$ cat config.mk
export PLATFORM = sky130hd
export DESIGN_NAME = control_sequence_code_router
export DESIGN_NICKNAME = d
export VERILOG_FILES = /design/src/rtl/ccr_pkg.sv /design/src/rtl/ccr_ram.sv /design/src/rtl/control_sequence_code_router.sv
export SDC_FILE = /design/constraint.sdc
export NUM_CORES = 1
export LEC_CHECK = 0
export BUFFER_PORTS_ARGS = -buffer_cell sky130_fd_sc_hd__buf_4
export CAP_MARGIN = 30
export CELL_PAD_IN_SITES_DETAIL_PLACEMENT = 1
export CELL_PAD_IN_SITES_GLOBAL_PLACEMENT = 1
export CORE_MARGIN = 4
export CORE_UTILIZATION = 40
export DETAILED_ROUTE_END_ITERATION = 8
export GPL_TIMING_DRIVEN = 0
export HOLD_SLACK_MARGIN = 0.15
export PLACE_DENSITY_LB_ADDON = 0.1
export SKIP_CTS_REPAIR_TIMING = 1
export SYNTH_ARGS = -nofsm -noshare
export SYNTH_HDL_FRONTEND = slang
export SYNTH_SLANG_ARGS = --single-unit
$ cat constraint.sdc
create_clock -name i_clk -period 5 [get_ports i_clk]
set_input_delay 0.25 -clock i_clk [delete_from_list [all_inputs] [get_ports i_clk]]
set_output_delay 0.25 -clock i_clk [all_outputs]
set_load 0.05 [all_outputs]
$ cat src/rtl/ccr_pkg.sv
// ============================================================================
// ccr_pkg: shared constants for the control sequence code router
// Table size, buffer size, action and status codes, parse phases and the
// ASCII characters that the prefix parser recognizes.
// ============================================================================
`timescale 1ns / 1ps
`default_nettype none

package ccr_pkg;

    // Sizing.
    localparam int TABLE_ENTRIES = 16;
    localparam int BUFFER_BYTES  = 4096;

    localparam int IDX_W = (TABLE_ENTRIES > 1) ? $clog2(TABLE_ENTRIES) : 1;
    localparam int ISS_W = IDX_W + 1;
    localparam int CNT_W = $clog2(BUFFER_BYTES + 1);

    localparam logic [ISS_W-1:0] NUM_SLOTS = ISS_W'(TABLE_ENTRIES);
    localparam logic [IDX_W-1:0] LAST_SLOT = IDX_W'(TABLE_ENTRIES - 1);
    localparam logic [CNT_W-1:0] BUF_LIMIT = CNT_W'(BUFFER_BYTES);

    // Field widths.
    localparam int CODE_W   = 20;
    localparam int KEY_W    = CODE_W + 1;
    localparam int OUT_W    = 13;
    localparam int SLOT_W   = 4;

    localparam logic [23:0] CODE_CLAMP = 24'd1000000;

    // Actions.
    localparam logic [1:0] ACT_REG  = 2'd0;
    localparam logic [1:0] ACT_BYTE = 2'd1;
    localparam logic [1:0] ACT_END  = 2'd2;
    localparam logic [1:0] ACT_CLR  = 2'd3;

    // Status codes.
    localparam logic [2:0] STS_OK       = 3'd0;
    localparam logic [2:0] STS_OVERFLOW = 3'd1;
    localparam logic [2:0] STS_FULL     = 3'd2;
    localparam logic [2:0] STS_DISPATCH = 3'd3;
    localparam logic [2:0] STS_NOCODE   = 3'd4;
    localparam logic [2:0] STS_NOHAND   = 3'd5;

    // Parse phases.
    localparam logic [1:0] PH_START  = 2'd0;
    localparam logic [1:0] PH_DIGITS = 2'd1;
    localparam logic [1:0] PH_DONE   = 2'd2;
    localparam logic [1:0] PH_NONE   = 2'd3;

    // Characters.
    localparam logic [7:0] CH_0    = 8'h30;
    localparam logic [7:0] CH_9    = 8'h39;
    localparam logic [7:0] CH_SEMI = 8'h3B;
    localparam logic [7:0] CH_UA   = 8'h41;
    localparam logic [7:0] CH_UZ   = 8'h5A;
    localparam logic [7:0] CH_LA   = 8'h61;
    localparam logic [7:0] CH_LZ   = 8'h7A;

endpackage

`default_nettype wire

$ cat src/rtl/ccr_ram.sv
// ============================================================================
// ccr_ram: generic single-write, single-read synchronous RAM
// One write port and one read port; the read data is registered, so it
// appears in the cycle after the address.
// ============================================================================
`timescale 1ns / 1ps
`default_nettype none

module ccr_ram #(
    parameter int WIDTH = 8,
    parameter int DEPTH = 16
) (
    input  wire logic                                      i_clk,
    input  wire logic                                      i_we,
    input  wire logic [((DEPTH > 1) ? $clog2(DEPTH) : 1)-1:0] i_waddr,
    input  wire logic [WIDTH-1:0]                          i_wdata,
    input  wire logic [((DEPTH > 1) ? $clog2(DEPTH) : 1)-1:0] i_raddr,
    output logic      [WIDTH-1:0]                          o_rdata
);

    logic [WIDTH-1:0] r_mem [DEPTH];

    // Write port and registered read port.
    always_ff @(posedge i_clk) begin
        if (i_we) begin
            r_mem[i_waddr] <= i_wdata;
        end
        o_rdata <= r_mem[i_raddr];
    end

endmodule

`default_nettype wire

$ cat src/rtl/control_sequence_code_router.sv
// ============================================================================
// control_sequence_code_router: routes a control sequence to a handler slot
// Counts payload bytes, parses the leading code and looks it up in a table
// of registered codes kept in a synchronous RAM.
// ============================================================================
//
// Usage:
//   The input channel (i_valid / o_ready) carries one transaction per item:
//   register a code, a payload byte, an end of sequence, or a buffer clear.
//   The output channel (o_valid / i_ready) returns exactly one result per
//   input transaction, in order, from an output register.
//   Payload bytes, clears and end items without a recognizable code finish
//   without a scan; the result is valid on the cycle after acceptance, and a
//   new item can be accepted every cycle while each result is taken.
//   Register items and end items with a code scan the code table one slot
//   per cycle through the RAM read port, ending early when a matching slot
//   is found. The input is not ready during a scan.
//   Reset clears all slot valid bits, the byte count, the overflow flag and
//   the parse state; no clearing pass is needed since slot contents are only
//   read for valid slots.
//   When the receiver stalls, the result holds in the output register and
//   one more item is not accepted until that result is taken.
//
`timescale 1ns / 1ps
`default_nettype none

module control_sequence_code_router (
    input  wire logic        i_clk,
    input  wire logic        i_rst_n,
    // Input channel.
    input  wire logic        i_valid,
    output logic             o_ready,
    input  wire logic [1:0]  i_action,
    input  wire logic [7:0]  i_byte_value,
    input  wire logic [19:0] i_code_value,
    input  wire logic        i_code_is_letter,
    // Output channel.
    output logic             o_valid,
    input  wire logic        i_ready,
    output logic [2:0]       o_status,
    output logic [3:0]       o_handler_slot,
    output logic [19:0]      o_parsed_code,
    output logic             o_parsed_is_letter,
    output logic [12:0]      o_payload_offset,
    output logic [12:0]      o_payload_length,
    output logic             o_overflow_seen
);

    localparam logic S_IDLE = 1'b0;
    localparam logic S_SCAN = 1'b1;

    // ------------------------------------------------------------------
    // Registers.
    // ------------------------------------------------------------------
    logic                              r_state, n_state;
    logic [ccr_pkg::TABLE_ENTRIES-1:0] r_slot_valid, n_slot_valid;
    logic [ccr_pkg::CNT_W-1:0]         r_byte_count, n_byte_count;
    logic                              r_overflow, n_overflow;
    logic [1:0]                        r_phase, n_phase;
    logic [ccr_pkg::CODE_W-1:0]        r_acc, n_acc;
    logic                              r_acc_let, n_acc_let;
    logic [ccr_pkg::CNT_W-1:0]         r_prefix, n_prefix;

    // Scan control.
    logic [ccr_pkg::KEY_W-1:0]         r_key, n_key;
    logic                              r_is_reg, n_is_reg;
    logic [ccr_pkg::ISS_W-1:0]         r_issue, n_issue;
    logic                              r_cmp_vld, n_cmp_vld;
    logic [ccr_pkg::IDX_W-1:0]         r_cmp_idx, n_cmp_idx;
    logic                              r_free_found, n_free_found;
    logic [ccr_pkg::IDX_W-1:0]         r_free_idx, n_free_idx;

    // Output register.
    logic                              r_out_valid, n_out_valid;
    logic [2:0]                        r_status, n_status;
    logic [ccr_pkg::SLOT_W-1:0]        r_slot, n_slot;
    logic [ccr_pkg::CODE_W-1:0]        r_pcode, n_pcode;
    logic                              r_plet, n_plet;
    logic [ccr_pkg::OUT_W-1:0]         r_poff, n_poff;
    logic [ccr_pkg::OUT_W-1:0]         r_plen, n_plen;
    logic                              r_ovf_out, n_ovf_out;

    // RAM interface.
    logic                              w_we;
    logic [ccr_pkg::IDX_W-1:0]         w_waddr;
    logic [ccr_pkg::KEY_W-1:0]         w_rdata;

    // ------------------------------------------------------------------
    // Code table storage.
    // ------------------------------------------------------------------
    ccr_ram #(
        .WIDTH (ccr_pkg::KEY_W),
        .DEPTH (ccr_pkg::TABLE_ENTRIES)
    ) u_code_ram (
        .i_clk   (i_clk),
        .i_we    (w_we),
        .i_waddr (w_waddr),
        .i_wdata (r_key),
        .i_raddr (r_issue[ccr_pkg::IDX_W-1:0]),
        .o_rdata (w_rdata)
    );

    // ------------------------------------------------------------------
    // Handshake.
    // ------------------------------------------------------------------
    logic w_accept;

    assign o_ready  = (r_state == S_IDLE) && (!r_out_valid || i_ready);
    assign w_accept = i_valid && o_ready;

    // ------------------------------------------------------------------
    // Byte classification and decimal accumulation.
    // ------------------------------------------------------------------
    logic        w_is_digit;
    logic        w_is_letter;
    logic [7:0]  w_digit;
    logic [23:0] w_acc_x10;
    logic [23:0] w_acc_clamped;

    assign w_is_digit  = (i_byte_value >= ccr_pkg::CH_0) && (i_byte_value <= ccr_pkg::CH_9);
    assign w_is_letter = ((i_byte_value >= ccr_pkg::CH_UA) && (i_byte_value <= ccr_pkg::CH_UZ)) ||
                         ((i_byte_value >= ccr_pkg::CH_LA) && (i_byte_value <= ccr_pkg::CH_LZ));
    assign w_digit     = i_byte_value - ccr_pkg::CH_0;
    assign w_acc_x10   = {1'b0, r_acc, 3'b000} + {3'b000, r_acc, 1'b0} + {16'd0, w_digit};
    assign w_acc_clamped = (w_acc_x10 > ccr_pkg::CODE_CLAMP) ? ccr_pkg::CODE_CLAMP : w_acc_x10;

    // ------------------------------------------------------------------
    // Scan compare of the slot read in the previous cycle.
    // ------------------------------------------------------------------
    logic                      w_hit;
    logic                      w_free_now;
    logic                      w_free_any;
    logic [ccr_pkg::IDX_W-1:0] w_free_slot;
    logic                      w_last;

    assign w_hit       = r_cmp_vld && r_slot_valid[r_cmp_idx] && (w_rdata == r_key);
    assign w_free_now  = r_cmp_vld && !r_slot_valid[r_cmp_idx] && !r_free_found;
    assign w_free_any  = r_free_found || w_free_now;
    assign w_free_slot = r_free_found ? r_free_idx : r_cmp_idx;
    assign w_last      = r_cmp_vld && (r_cmp_idx == ccr_pkg::LAST_SLOT);

    // A register miss writes the key into the lowest free slot at scan end.
    assign w_we    = (r_state == S_SCAN) && r_is_reg && !w_hit && w_last && w_free_any;
    assign w_waddr = w_free_slot;

    // Payload length with the prefix removed.
    logic [ccr_pkg::CNT_W-1:0] w_plen;
    assign w_plen = (r_byte_count >= r_prefix) ? (r_byte_count - r_prefix) : '0;

    // ------------------------------------------------------------------
    // Next-state logic.
    // ------------------------------------------------------------------
    always_comb begin
        n_state      = r_state;
        n_slot_valid = r_slot_valid;
        n_byte_count = r_byte_count;
        n_overflow   = r_overflow;
        n_phase      = r_phase;
        n_acc        = r_acc;
        n_acc_let    = r_acc_let;
        n_prefix     = r_prefix;
        n_key        = r_key;
        n_is_reg     = r_is_reg;
        n_issue      = r_issue;
        n_cmp_vld    = 1'b0;
        n_cmp_idx    = r_cmp_idx;
        n_free_found = r_free_found;
        n_free_idx   = r_free_idx;
        n_out_valid  = r_out_valid && !i_ready;
        n_status     = r_status;
        n_slot       = r_slot;
        n_pcode      = r_pcode;
        n_plet       = r_plet;
        n_poff       = r_poff;
        n_plen       = r_plen;
        n_ovf_out    = r_ovf_out;

        unique case (r_state)
            S_IDLE: begin
                if (w_accept) begin
                    // Default result fields for items that finish without a scan.
                    n_status = ccr_pkg::STS_OK;
                    n_slot   = '0;
                    n_pcode  = '0;
                    n_plet   = 1'b0;
                    n_poff   = '0;
                    n_plen   = '0;
                    n_issue      = '0;
                    n_free_found = 1'b0;

                    case (i_action)
                        ccr_pkg::ACT_REG: begin
                            n_key    = {i_code_is_letter, i_code_value};
                            n_is_reg = 1'b1;
                            n_state  = S_SCAN;
                        end
                        ccr_pkg::ACT_BYTE: begin
                            n_out_valid = 1'b1;
                            if (r_byte_count >= ccr_pkg::BUF_LIMIT) begin
                                n_overflow = 1'b1;
                                n_status   = ccr_pkg::STS_OVERFLOW;
                            end else begin
                                n_byte_count = r_byte_count + 1'b1;
                                // Prefix parser.
                                case (r_phase)
                                    ccr_pkg::PH_START: begin
                                        if (w_is_digit) begin
                                            n_acc    = ccr_pkg::CODE_W'(w_digit);
                                            n_prefix = ccr_pkg::CNT_W'(1);
                                            n_phase  = ccr_pkg::PH_DIGITS;
                                        end else if (w_is_letter) begin
                                            n_acc     = ccr_pkg::CODE_W'(i_byte_value);
                                            n_acc_let = 1'b1;
                                            n_prefix  = ccr_pkg::CNT_W'(1);
                                            n_phase   = ccr_pkg::PH_DONE;
                                        end else begin
                                            n_phase = ccr_pkg::PH_NONE;
                                        end
                                    end
                                    ccr_pkg::PH_DIGITS: begin
                                        if (w_is_digit) begin
                                            n_acc    = w_acc_clamped[ccr_pkg::CODE_W-1:0];
                                            n_prefix = r_prefix + 1'b1;
                                        end else begin
                                            if (i_byte_value == ccr_pkg::CH_SEMI) begin
                                                n_prefix = r_prefix + 1'b1;
                                            end
                                            n_phase = ccr_pkg::PH_DONE;
                                        end
                                    end
                                    default: begin
                                    end
                                endcase
                            end
                            n_ovf_out = n_overflow;
                        end
                        ccr_pkg::ACT_END: begin
                            if (r_phase == ccr_pkg::PH_START || r_phase == ccr_pkg::PH_NONE) begin
                                n_out_valid = 1'b1;
                                n_status    = ccr_pkg::STS_NOCODE;
                                n_ovf_out   = r_overflow;
                            end else begin
                                n_key    = {r_acc_let, r_acc};
                                n_is_reg = 1'b0;
                                n_state  = S_SCAN;
                            end
                        end
                        default: begin
                            // Clear: the table is kept.
                            n_out_valid  = 1'b1;
                            n_byte_count = '0;
                            n_overflow   = 1'b0;
                            n_phase      = ccr_pkg::PH_START;
                            n_acc        = '0;
                            n_acc_let    = 1'b0;
                            n_prefix     = '0;
                            n_ovf_out    = 1'b0;
                        end
                    endcase
                end
            end
            default: begin
                // Issue the next slot read.
                if (r_issue < ccr_pkg::NUM_SLOTS) begin
                    n_issue   = r_issue + 1'b1;
                    n_cmp_vld = 1'b1;
                    n_cmp_idx = r_issue[ccr_pkg::IDX_W-1:0];
                end
                if (w_free_now) begin
                    n_free_found = 1'b1;
                    n_free_idx   = r_cmp_idx;
                end

                if (w_hit || w_last) begin
                    n_state     = S_IDLE;
                    n_cmp_vld   = 1'b0;
                    n_out_valid = 1'b1;
                    n_ovf_out   = r_overflow;
                    n_slot      = '0;
                    n_pcode     = '0;
                    n_plet      = 1'b0;
                    n_poff      = '0;
                    n_plen      = '0;
                    if (r_is_reg) begin
                        if (w_hit) begin
                            n_status = ccr_pkg::STS_OK;
                            n_slot   = ccr_pkg::SLOT_W'(r_cmp_idx);
                        end else if (w_free_any) begin
                            n_status = ccr_pkg::STS_OK;
                            n_slot   = ccr_pkg::SLOT_W'(w_free_slot);
                            n_slot_valid[w_free_slot] = 1'b1;
                        end else begin
                            n_status = ccr_pkg::STS_FULL;
                        end
                    end else begin
                        n_status = w_hit ? ccr_pkg::STS_DISPATCH : ccr_pkg::STS_NOHAND;
                        if (w_hit) begin
                            n_slot = ccr_pkg::SLOT_W'(r_cmp_idx);
                        end
                        n_pcode = r_acc;
                        n_plet  = r_acc_let;
                        n_poff  = ccr_pkg::OUT_W'(r_prefix);
                        n_plen  = ccr_pkg::OUT_W'(w_plen);
                    end
                end
            end
        endcase
    end

    // ------------------------------------------------------------------
    // Control registers with reset.
    // ------------------------------------------------------------------
    always_ff @(posedge i_clk) begin
        if (!i_rst_n) begin
            r_state      <= S_IDLE;
            r_slot_valid <= '0;
            r_byte_count <= '0;
            r_overflow   <= 1'b0;
            r_phase      <= ccr_pkg::PH_START;
            r_acc        <= '0;
            r_acc_let    <= 1'b0;
            r_prefix     <= '0;
            r_cmp_vld    <= 1'b0;
            r_out_valid  <= 1'b0;
        end else begin
            r_state      <= n_state;
            r_slot_valid <= n_slot_valid;
            r_byte_count <= n_byte_count;
            r_overflow   <= n_overflow;
            r_phase      <= n_phase;
            r_acc        <= n_acc;
            r_acc_let    <= n_acc_let;
            r_prefix     <= n_prefix;
            r_cmp_vld    <= n_cmp_vld;
            r_out_valid  <= n_out_valid;
        end
    end

    // ------------------------------------------------------------------
    // Payload and scan registers without reset.
    // ------------------------------------------------------------------
    always_ff @(posedge i_clk) begin
        r_key        <= n_key;
        r_is_reg     <= n_is_reg;
        r_issue      <= n_issue;
        r_cmp_idx    <= n_cmp_idx;
        r_free_found <= n_free_found;
        r_free_idx   <= n_free_idx;
        r_status     <= n_status;
        r_slot       <= n_slot;
        r_pcode      <= n_pcode;
        r_plet       <= n_plet;
        r_poff       <= n_poff;
        r_plen       <= n_plen;
        r_ovf_out    <= n_ovf_out;
    end

    // Outputs.
    assign o_valid            = r_out_valid;
    assign o_status           = r_status;
    assign o_handler_slot     = r_slot;
    assign o_parsed_code      = r_pcode;
    assign o_parsed_is_letter = r_plet;
    assign o_payload_offset   = r_poff;
    assign o_payload_length   = r_plen;
    assign o_overflow_seen    = r_ovf_out;

    // ------------------------------------------------------------------
    // Assertions.
    // ------------------------------------------------------------------

    // A scan only runs while the output register is empty.
    a_scan_out_empty: assert property (@(posedge i_clk) disable iff (!i_rst_n)
        (r_state == S_SCAN) |-> !r_out_valid)
        else $error("scan running with a result still pending");

    // Overflow can only be flagged once the buffer is full.
    a_ovf_full: assert property (@(posedge i_clk) disable iff (!i_rst_n)
        r_overflow |-> (r_byte_count == ccr_pkg::BUF_LIMIT))
        else $error("overflow flagged with room in the buffer");

    // The parsed prefix never exceeds the bytes counted.
    a_prefix_le: assert property (@(posedge i_clk) disable iff (!i_rst_n)
        r_prefix <= r_byte_count)
        else $error("prefix longer than byte count");

    // A parsed code always has a nonzero prefix.
    a_prefix_nz: assert property (@(posedge i_clk) disable iff (!i_rst_n)
        (r_phase == ccr_pkg::PH_DIGITS || r_phase == ccr_pkg::PH_DONE) |-> (r_prefix != '0))
        else $error("code phase with empty prefix");

    // A table write marks its slot valid on the next cycle.
    a_write_valid: assert property (@(posedge i_clk) disable iff (!i_rst_n)
        w_we |=> r_slot_valid[$past(w_waddr)])
        else $error("table write without valid bit");

endmodule

`default_nettype wire
==> flow_summary_export.csv <==
group,metric,value,unit
clock_tree,clk-insertion-delay-late,0.63,ns
power_and_ir_drop,powerDensity,365,nW/µm²
critical_path,cpMostUsedCell,"ha_1",
synthesis,synth_fp_nets,1557,
die,initial_core_util,40.6,%
power_and_ir_drop,power_switching,0.00231,W
synthesis,synth_top_cell_area_share,57.0,%
job,timing.max_cap.violations,0,
sta,timing.final.max_slew_violations,0,
power_and_ir_drop,power.share.sequential,48.8,%
critical_path,worst-endpoint-arrival,4.91,ns
synthesis,async_set_or_reset_flop_fraction_in_the_synthesized_netlist,0,%
placed_design,placedCellCount,2321,
power_and_ir_drop,clkPwrFrac,42.9,%
finish,final-instance-count-excl-fill,2459,
placed_design,dpl_cell_area,24800,µm²
synthesis,synth.ff_latch_count,517,
grt,maximum_number_of_pins_on_one_net_before_global_route_repair,32,
clock_tree,clk_transition_reported_paths,0.06,ns
routing,detail_route.first_pass.iterations,5,
synthesis,yosys_warning_count,0,
synthesis,netlist.top_cell.by_area,"edfxtp_1",
synthesis,synth.avg_cell_area,15.5,µm²
sta,tightestPinTransition,0.991,ns
routing,route.detailed.vias_per_inst,5.52,
routing,ant_nets,0,
grt,grt.overflow.total,0,
die,floorplan.die_area,60100,µm²
finish,antennaDiodeCount,0,
routing,detail_route.wl_per_cell,25.4,µm
die,ios,92,
grt,grt_pass1_wl,93700,µm
clock_tree,cts_max_path_buffers,3,
synthesis,synth.yosys.seq_area_share,65.0,%
grt,grt_use_total,20.9,%
hold_path,min-delay-start,"i_ready",
clock_tree,tritoncts,"done",
sta,hold_ws,0.265,ns
power_and_ir_drop,netSwitchingFraction,23.5,%
routing,detail_route.iter0.violations,858,
synthesis,synth.cell_area,22500,µm²
synthesis,main_area_contributors_after_synthesis,"edfxtp_1 57%, mux4_2 11%, dfxtp_1 8.0%",
finish,regMostFlops,"u_code_ram.r_mem",
critical_path,critPathMaxFanout,10,
clock_tree,clk_root_buffer_cell,"clkbuf_16",
critical_path,biggest_cell_delay_along_the_critical_path,0.59,ns
critical_path,critPathCaptureType,"register",
clock_tree,number_of_clock_buffers_inserted_by_tritoncts,56,
critical_path,worst-endpoint-required,5.50,ns
power_and_ir_drop,combinational_power_share,8.4,%
power_and_ir_drop,vdd.ir_drop.worst,0.000282,V
finish,largest_reg_flops,336,
sta,grt_setup_unrepaired,"no",
synthesis,number_of_cells_produced_by_synthesis,1454,
die,row_count,86,
finish,largestRegisters,"u_code_ram.r_mem (336), r_key (21), u_code_ram.o_rdata (21)",
routing,via_count,13600,
critical_path,setup.worst_path.start,"r_acc[8]",
critical_path,r2r-start,"r_acc[8]",
run_status,result_of_the_run,"completed",
critical_path,criticalPathCategory,"reg2reg",
sta,hold_violations,0,
sta,max-slew-margin-rel,33.9,%
hold_path,min_path_type,"in2reg",
placed_design,detailed_place_hpwl,43500,µm
power_and_ir_drop,internal_power,0.00753,W
finish,final_non_filler_cell_area,27000,µm²
die,chipHeight,245,µm
critical_path,critPathTopFamily,"compound AO/OA/AOI/OAI gates",
synthesis,synth_cell_type_count,81,
sta,finalSetupViolations,0,
sta,final.setup_skew,0.0347,ns
finish,area_growth_syn_to_layout,20.0,%
critical_path,timing.critical_path.from_type,"register",
die,area_of_the_core_region,55400,µm²
power_and_ir_drop,leakagePower,9.20,nW
synthesis,ys_dominant_reg_cell,"edfxtp_1",
routing,drt-total-wl,62500,µm
finish,total_number_of_nets_in_the_final_design,1767,
finish,fraction_of_layout_instances_using_a_drive_strength_above_1,22.2,%
sta,min_period,4.41,ns
critical_path,crit_slowest_cell,"dfxtp_1",
die,die_w,245,µm
placed_design,routabilityCongestion,0.834,
synthesis,synth_edf_count,427,
sta,min_period_over_period,88.2,%
grt,initial_antenna_violation_count,1,
placed_design,port_buffers,91,
critical_path,path_cells,"ha_1, ha_1, clkbuf_1, a21oi_1, o211ai_1, a211oi_1, xnor2_1, a41oi_1, o31a_1, o31ai_2, nand2_1, buf_2, o31ai_1",
synthesis,synth_top_cells_by_count,"427 x edfxtp_1, 106 x mux4_2, 94 x nor2_1, 90 x dfxtp_1, 87 x nand2_1",
synthesis,synth_most_common_cell,"edfxtp_1",
critical_path,rrSetupSlack,0.59,ns
clock_tree,cts.sink_count,517,
routing,drc_errors,0,
grt,vias_in_the_first_global_route,14400,
critical_path,crit_buf_inv,2,
clock_tree,clock_tree.htree_level_count,2,
sta,fmax,227,MHz
-- layer usage --
metal | vias up | GRT usage, % | wire length [µm]
li1 | 6121 | - | -
met1 | 7108 | 28.5 | 27400
met2 | 256 | 36.0 | 31700
met3 | 84 | 2.55 | 2090
met4 | 0 | 5.03 | 1330
met5 | - | 0 | 0
-- logic make-up (layout without fill, tap and decap cells) --
family / after synthesis / in the layout / synth area share, %
flip-flops: 517 / 517 / 65.0
AO/OA/AOI/OAI: 220 / 220 / 6.72
AND/OR/NAND/NOR: 347 / 347 / 7.57
buffers and inverters: 102 / 359 / 1.88
multiplexers: 135 / 135 / 12.3
XOR/XNOR: 65 / 65 / 2.53
adder cells (fa/ha/maj): 68 / 68 / 4.01
-- placed cells by master (no fill, tap or decap), types with 8 or more instances in the layout --
cell type / instances
clkbuf_1: 53
clkbuf_16: 57
a31oi_1: 9
a21o_1: 17
xnor2_1: 44
and3_1: 9
nand2b_1: 9
dfxtp_1: 90
a21oi_1: 49
nand2_1: 86
clkbuf_8: 11
nand4_1: 20
ha_1: 61
nor3_1: 25
mux2_2: 22
o31ai_1: 13
nor4_1: 8
clkinv_2: 12
buf_1: 13
xor2_1: 21
dlygate4sd3_1: 30
and2_1: 30
buf_8: 11
mux4_2: 106
nor2_1: 81
clkinv_1: 8
buf_16: 8
edfxtp_1: 427
o21ai_0: 45
nor2_4: 16
inv_1: 37
nand3_1: 32
o21a_1: 13
buf_4: 91
-- power groups by stage --
| stage | logic [W] | clock network [W] | registers [W] |
|---|---|---|---|
| finish | 0.000823 | 0.00422 | 0.00480 |
| global route | 0.000880 | 0.00451 | 0.00481 |
| CTS | 0.000814 | 0.00433 | 0.00480 |
| floorplan | 0.000418 | 0 | 0.00496 |
| global placement | 0.000770 | 0 | 0.00489 |
| detailed placement | 0.000811 | 0 | 0.00489 |
-- stage by stage --
step | power (W) | setup TNS [ns] | util (%) | setup slack, ns
after floorplan | 0.00538 | 0 | - | 1.35
after global placement | 0.00566 | -102.39 | 43.5 | -0.561
after detailed placement | 0.00570 | 0 | 44.7 | 0.324
after CTS | 0.00994 | 0 | 48.1 | 0.608
after global routing | 0.0102 | 0 | 48.7 | 0.220
final | 0.00984 | 0 | 48.7 | 0.588
-- final cells by class --
type                            instances  area, µm²
Buffer                                 64        280
Clock buffer                           76       1600
Clock inverter                         29        300
Fill cell                            5425      28400
Inverter                               38        143
Multi-Input combinational cell        835       7570
Sequential cell                       517      14600
Tap cell                              748        936
Timing Repair Buffer                  152       1550
-- path summary, 6_finish.rpt --
kind | endpoint | cells after the start
setup / recovery | r_acc[10] | 13
hold reg to reg | r_slot_valid[9] | 2
hold / removal | r_state | 5
setup reg to reg | r_acc[10] | 13
-- worst min-delay path, delay by kind of cell --
kind                   cells  cell delay, ns
and+or+nand+nor            3            0.32
AOI/OAI and AO/OA          1            0.19
buffers and inverters      1            0.09
(Power assumes the default switching activity.)
